File: src/srjm_pkg.sv
// ----------------------------------------------------------------------------
// srjm_pkg: shared types and constants of the stream rate and jitter monitor
// Transaction payloads, the per-stream state word and the bucket word.
// ----------------------------------------------------------------------------
`default_nettype none

package srjm_pkg;

	localparam int TIME_W = 48;
	localparam int DVD_W  = 48;
	localparam int DVS_W  = 22;
	localparam int CUR_W  = 6;
	localparam logic [9:0] RATE_SCALE = 10'd1000;

	localparam logic FUNC_RECORD = 1'b0;
	localparam logic FUNC_READ   = 1'b1;

	typedef struct packed {
		logic        func;
		logic [7:0]  stream_id;
		logic [47:0] arrival_time;
		logic [23:0] packet_bytes;
	} item_t;

	typedef struct packed {
		logic               error;
		logic [31:0]        packet_count;
		logic [47:0]        total_bytes;
		logic [47:0]        first_arrival;
		logic [31:0]        window_bytes;
		logic [31:0]        window_packets;
		logic [31:0]        byte_rate;
		logic signed [47:0] gap_sum;
		logic signed [31:0] gap_min;
		logic signed [31:0] gap_max;
	} result_t;

	typedef struct packed {
		logic [31:0]      packets;
		logic [47:0]      first_time;
		logic [47:0]      last_time;
		logic [CUR_W-1:0] cur;
		logic [47:0]      bytes_total;
		logic [47:0]      gap_total;
		logic [31:0]      gap_low;
		logic [31:0]      gap_high;
	} sword_t;

	typedef struct packed {
		logic [31:0] bytes;
		logic [31:0] pkts;
	} bkt_t;

endpackage

`default_nettype wire

File: src/srjm_div.sv
// ----------------------------------------------------------------------------
// srjm_div: bit-serial restoring divider
// One quotient bit per cycle; also tracks the quotient modulo BUCKETS.
// ----------------------------------------------------------------------------
`default_nettype none

module srjm_div #(
	parameter int BUCKETS = 8
) (
	input  wire logic                           clk,
	input  wire logic                           arst_n,
	input  wire logic                           go,
	input  wire logic [srjm_pkg::DVD_W-1:0]     dividend,
	input  wire logic [srjm_pkg::DVS_W-1:0]     divisor,
	output logic                                done,
	output logic [srjm_pkg::DVD_W-1:0]          quot,
	output logic [$clog2(BUCKETS)-1:0]          qmod
);
	import srjm_pkg::*;

	localparam int BW = $clog2(BUCKETS);

	logic [DVD_W-1:0] dvd_q;
	logic [DVS_W-1:0] dvs_q;
	logic [DVS_W-1:0] rem_q;
	logic [BW-1:0]    qmod_q;
	logic [5:0]       cnt_q;
	logic             run_q;
	logic             done_q;
	logic [DVS_W:0]   sh;
	logic [DVS_W:0]   diff;
	logic             qbit;
	logic [BW:0]      m2;
	logic [BW-1:0]    m_next;

	always_comb begin
		sh   = {rem_q, dvd_q[DVD_W-1]};
		diff = sh - {1'b0, dvs_q};
		qbit = (sh >= {1'b0, dvs_q});
		m2   = {qmod_q, qbit};
		if (m2 >= (BW+1)'(BUCKETS)) begin
			m_next = BW'(m2 - (BW+1)'(BUCKETS));
		end else begin
			m_next = BW'(m2);
		end
	end

	always_ff @(posedge clk or negedge arst_n) begin
		if (!arst_n) begin
			run_q  <= 1'b0;
			done_q <= 1'b0;
			cnt_q  <= '0;
		end else if (go) begin
			run_q  <= 1'b1;
			done_q <= 1'b0;
			cnt_q  <= 6'(DVD_W);
		end else if (run_q) begin
			cnt_q <= cnt_q - 6'd1;
			if (cnt_q == 6'd1) begin
				run_q  <= 1'b0;
				done_q <= 1'b1;
			end
		end else begin
			done_q <= 1'b0;
		end
	end

	always_ff @(posedge clk) begin
		if (go) begin
			dvd_q  <= dividend;
			dvs_q  <= divisor;
			rem_q  <= '0;
			qmod_q <= '0;
		end else if (run_q) begin
			rem_q  <= qbit ? DVS_W'(diff) : DVS_W'(sh);
			dvd_q  <= {dvd_q[DVD_W-2:0], qbit};
			qmod_q <= m_next;
		end
	end

	assign done = done_q;
	assign quot = dvd_q;
	assign qmod = qmod_q;

endmodule

`default_nettype wire

File: config.mk
export PLATFORM = sky130hd
export DESIGN_NAME = srjm_div
export DESIGN_NICKNAME = d
export VERILOG_FILES = /design/src/srjm_pkg.sv /design/src/srjm_div.sv
export SDC_FILE = /design/constraint.sdc
export NUM_CORES = 1
export LEC_CHECK = 0
export BUFFER_PORTS_ARGS = -buffer_cell sky130_fd_sc_hd__buf_2
export CORE_MARGIN = 4
export CORE_UTILIZATION = 49
export DETAILED_ROUTE_END_ITERATION = 8
export PLACE_DENSITY = 0.81
export SLEW_MARGIN = 40
export SYNTH_ARGS = -nofsm -noshare
export SYNTH_HDL_FRONTEND = slang
export SYNTH_SLANG_ARGS = --single-unit
File: constraint.sdc
create_clock -name clk -period 2.7 [get_ports clk]
set_clock_uncertainty 0.1 [all_clocks]
set_input_delay 0.54 -clock clk [delete_from_list [all_inputs] [get_ports clk]]
set_output_delay 0.54 -clock clk [all_outputs]
set_load 0.02 [all_outputs]
==> metrics.yaml <==
async_reset_ff_share_pct: 7.767
die_area_sq_mm: 0.01315
ant_nets: 0
hpwl_mm: 9.288
cts_buffer_depth: 2
vias: 4217
start_kind: "flip-flop"
gr-total-overflow: 0
grt_use_total_pct: 20.19
critical_path.top_delay_family: "compound AO/OA/AOI/OAI gates"
arrival_ps: 2750
final_cell_mix: "buf_2 (123), edfxtp_1 (70), nand2_1 (54)"
tightest_slew_ps: 611.1
crit_type: "flip-flop to flip-flop"
cap_violations: 0
rows: 38
hold_viol_final: 0
syn_to_final_growth_pct: 22.44
slowest_stage: "or3b_1"
status: "complete, no violations"
crit_chain: "inv_1 -> ha_4 -> nand4_1 -> nand2_1 -> o221a_2 -> a21oi_2 -> o31a_4 -> o2111ai_1 -> or3b_1 -> a21o_1"
die_height_um: 114.7
syn_nets: 594
clock_latency_ps: 350
portBuffers: 124
synth_seq_cells: 103
via_per_inst: 5.455
drt-wirelength-per-cell_um: 16.62
period_share_pct: 96.71
synth_area_sq_mm: 0.005577
cts_tree: "built"
slew_violations: 0
worstSetupEndpointType: "flip-flop"
die_x_um: 114.7
nNetsFinal: 726
synth_ff_type: "edfxtp_1"
ys_types: 64
clk_pin_slew_ps: 70
ioPinCount: 125
synth-edff-count: 70
seq_area_frac_synth_pct: 50.26
crit_buf_inv: 1
fmax_ghz: 0.3830
synth_top_cell_by_area: "edfxtp_1"
cts_root_buffer: "clkbuf_16"
p_leak_nw: 3.005
nFillCells: 861
slowest_delay_ps: 360
final_util_pct: 62.17
grt_start_max_net_pins: 49
gp_congestion: 0.9327
antennaDiodeCount: 0
grt_setup_unrepaired: "yes"
fin_crit_ps: 2611
path_max_fanout: 6
hp-class: "input port to flip-flop"
multi_input_comb_area_sq_mm: 0.002625
grt_first_pass_wirelength_mm: 21.01
layout-drive-gt1-share_pct: 40.13
ir_drop_uv: 472.4
powerDensity_mw_per_mm2: 564.8
drc: 0
initial_core_util_pct: 50.77
avgSynthCellArea_sq_um: 11.24
cts_buffers: 9
final_common_cell: "buf_2"
grt_pass1_vias: 4339
synth_top_area_share_pct: 37.69
totalWireLength_mm: 12.84
cts-htree-levels: 3
antenna_found_initial: 0
register_area_sq_mm: 0.002803
slew_headroom_pct: 59.26
cts.sinks: 103
synthTopCellsByArea: "edfxtp_1 (38%), mux2_2 (9.5%), dfxtp_1 (9.0%)"
tns_ps: 0
syn_inst: 496
yosysWarnings: 0
first_pass_iters: 6
core-area_sq_mm: 0.01098
finalSetupViolCount: 0
drt-initial-drc-count: 278
crit_required_ps: 2840
## flip-flops by register name, summed over array words and instances (netlist names)
signal and cells:
dvs_q 22, qmod 3, run_q 1, cnt_q 6, quot 48, done 1
rem_q 22
## Yosys cell counts (3+ instances only)
cell type and count:
nor2b_1 3, nand3_1 7, a21o_1 8, mux2_2 47
dfrtp_1 8, mux2i_1 3, xnor2_1 16, a311oi_1 4
o21a_1 3, a211oi_1 3, a311oi_2 11, xor2_1 6
edfxtp_1 70, dfxtp_1 25, o22ai_1 3, a31oi_1 3
nand4_1 5, inv_1 35, and3_1 3, nor3_1 8
buf_1 4, o21ai_0 11, clkbuf_1 13, ha_1 24
nand2_1 56, a21oi_1 24, nor2_1 38, o31ai_1 4
buf_2 4, buf_6 3
## power breakdown
group,switching [W],internal (W),total (W)
registers,0.0000733,0.00183,0.00190
logic,0.000399,0.000313,0.000713
clock network,0.000601,0.000642,0.00124
## cell families (layout without fill, tap and decap cells)
logic type | count (synthesis) | in the layout | share of synthesized area (%)
fa+ha+maj | 25 | 25 | 5.744
xor+xnor | 22 | 22 | 3.455
buf+inv | 61 | 198 | 4.734
mux | 50 | 50 | 10.03
simple gates | 139 | 139 | 11.87
compound gates | 96 | 96 | 13.91
flops | 103 | 103 | 50.26
## routing by layer
metal	track usage, %	vias up	share of wire (%)	wire (um)
met3	7.135	15	6.4	820
li1	-	2068	-	-
met2	33.53	123	51	6580
met1	25.18	2011	41	5241
met5	0	-	0	0
met4	4.988	0	1.6	201
## area by class of cell
class / count / area share (%)
clock inverter: 6 / 0.7880
tap: 140 / 2.566
sequential: 103 / 41.05
timing repair buffer: 147 / 11.87
clock buffer: 10 / 3.353
multi-input combinational: 332 / 38.45
inverter: 35 / 1.924
## per-stage QoR
step / instance area, sq um / cells / setup WS (ps) / hold WS [ps] / power, W
global route: 6828 / 773 / -70.08 / 241.0 / 0.004046
global placement: 6412 / 753 / 45.73 / 285.1 / 0.002591
floorplan: 5589 / 496 / 2.472 / 144.4 / 0.002379
CTS: 6713 / 771 / 44.52 / 249.5 / 0.003861
finish: 6828 / 773 / 88.96 / 262.1 / 0.003857
detailed placement: 6412 / 753 / -1.629 / 287.7 / 0.002616
## worst register-to-register path, cell delays in order, from the launching register on
cell	delay, ps
edfxtp_1	330
inv_1	70
ha_4	300
nand4_1	210
nand2_1	120
o221a_2	230
a21oi_2	80
o31a_4	320
o2111ai_1	190
or3b_1	360
a21o_1	190
## final timing paths
check | from | end | slack [ps] | cells past startpoint
max in group asynchronous | arst_n | run_q$_DFF_PN0_ | 1860 | 2
setup / recovery | dvs_q[7]$_DFFE_PP_ | rem_q[21]$_SDFFE_PP0P_ | 90 | 10
hold / removal | divisor[8] | dvs_q[8]$_DFFE_PP_ | 260 | 1
hold reg to reg | qmod[2]$_SDFFE_PP0P_ | qmod[2]$_SDFFE_PP0P_ | 400 | 2
min in group asynchronous | arst_n | cnt_q[2]$_DFFE_PN0P_ | 470 | 2
setup reg to reg | dvs_q[7]$_DFFE_PP_ | rem_q[21]$_SDFFE_PP0P_ | 90 | 10
## repair_timing
action | 4_1_cts | 5_1_grt
setup endpoints to repair | 3 | 23
endpoints found under the hold margin | 8 | 0
gates resized for setup | 0 | 21
buffers inserted | 1 | 2
hold buffers | 1 | 0
pin swaps | 1 | 3
No activity file was read; power rests on OpenSTA's default activity.
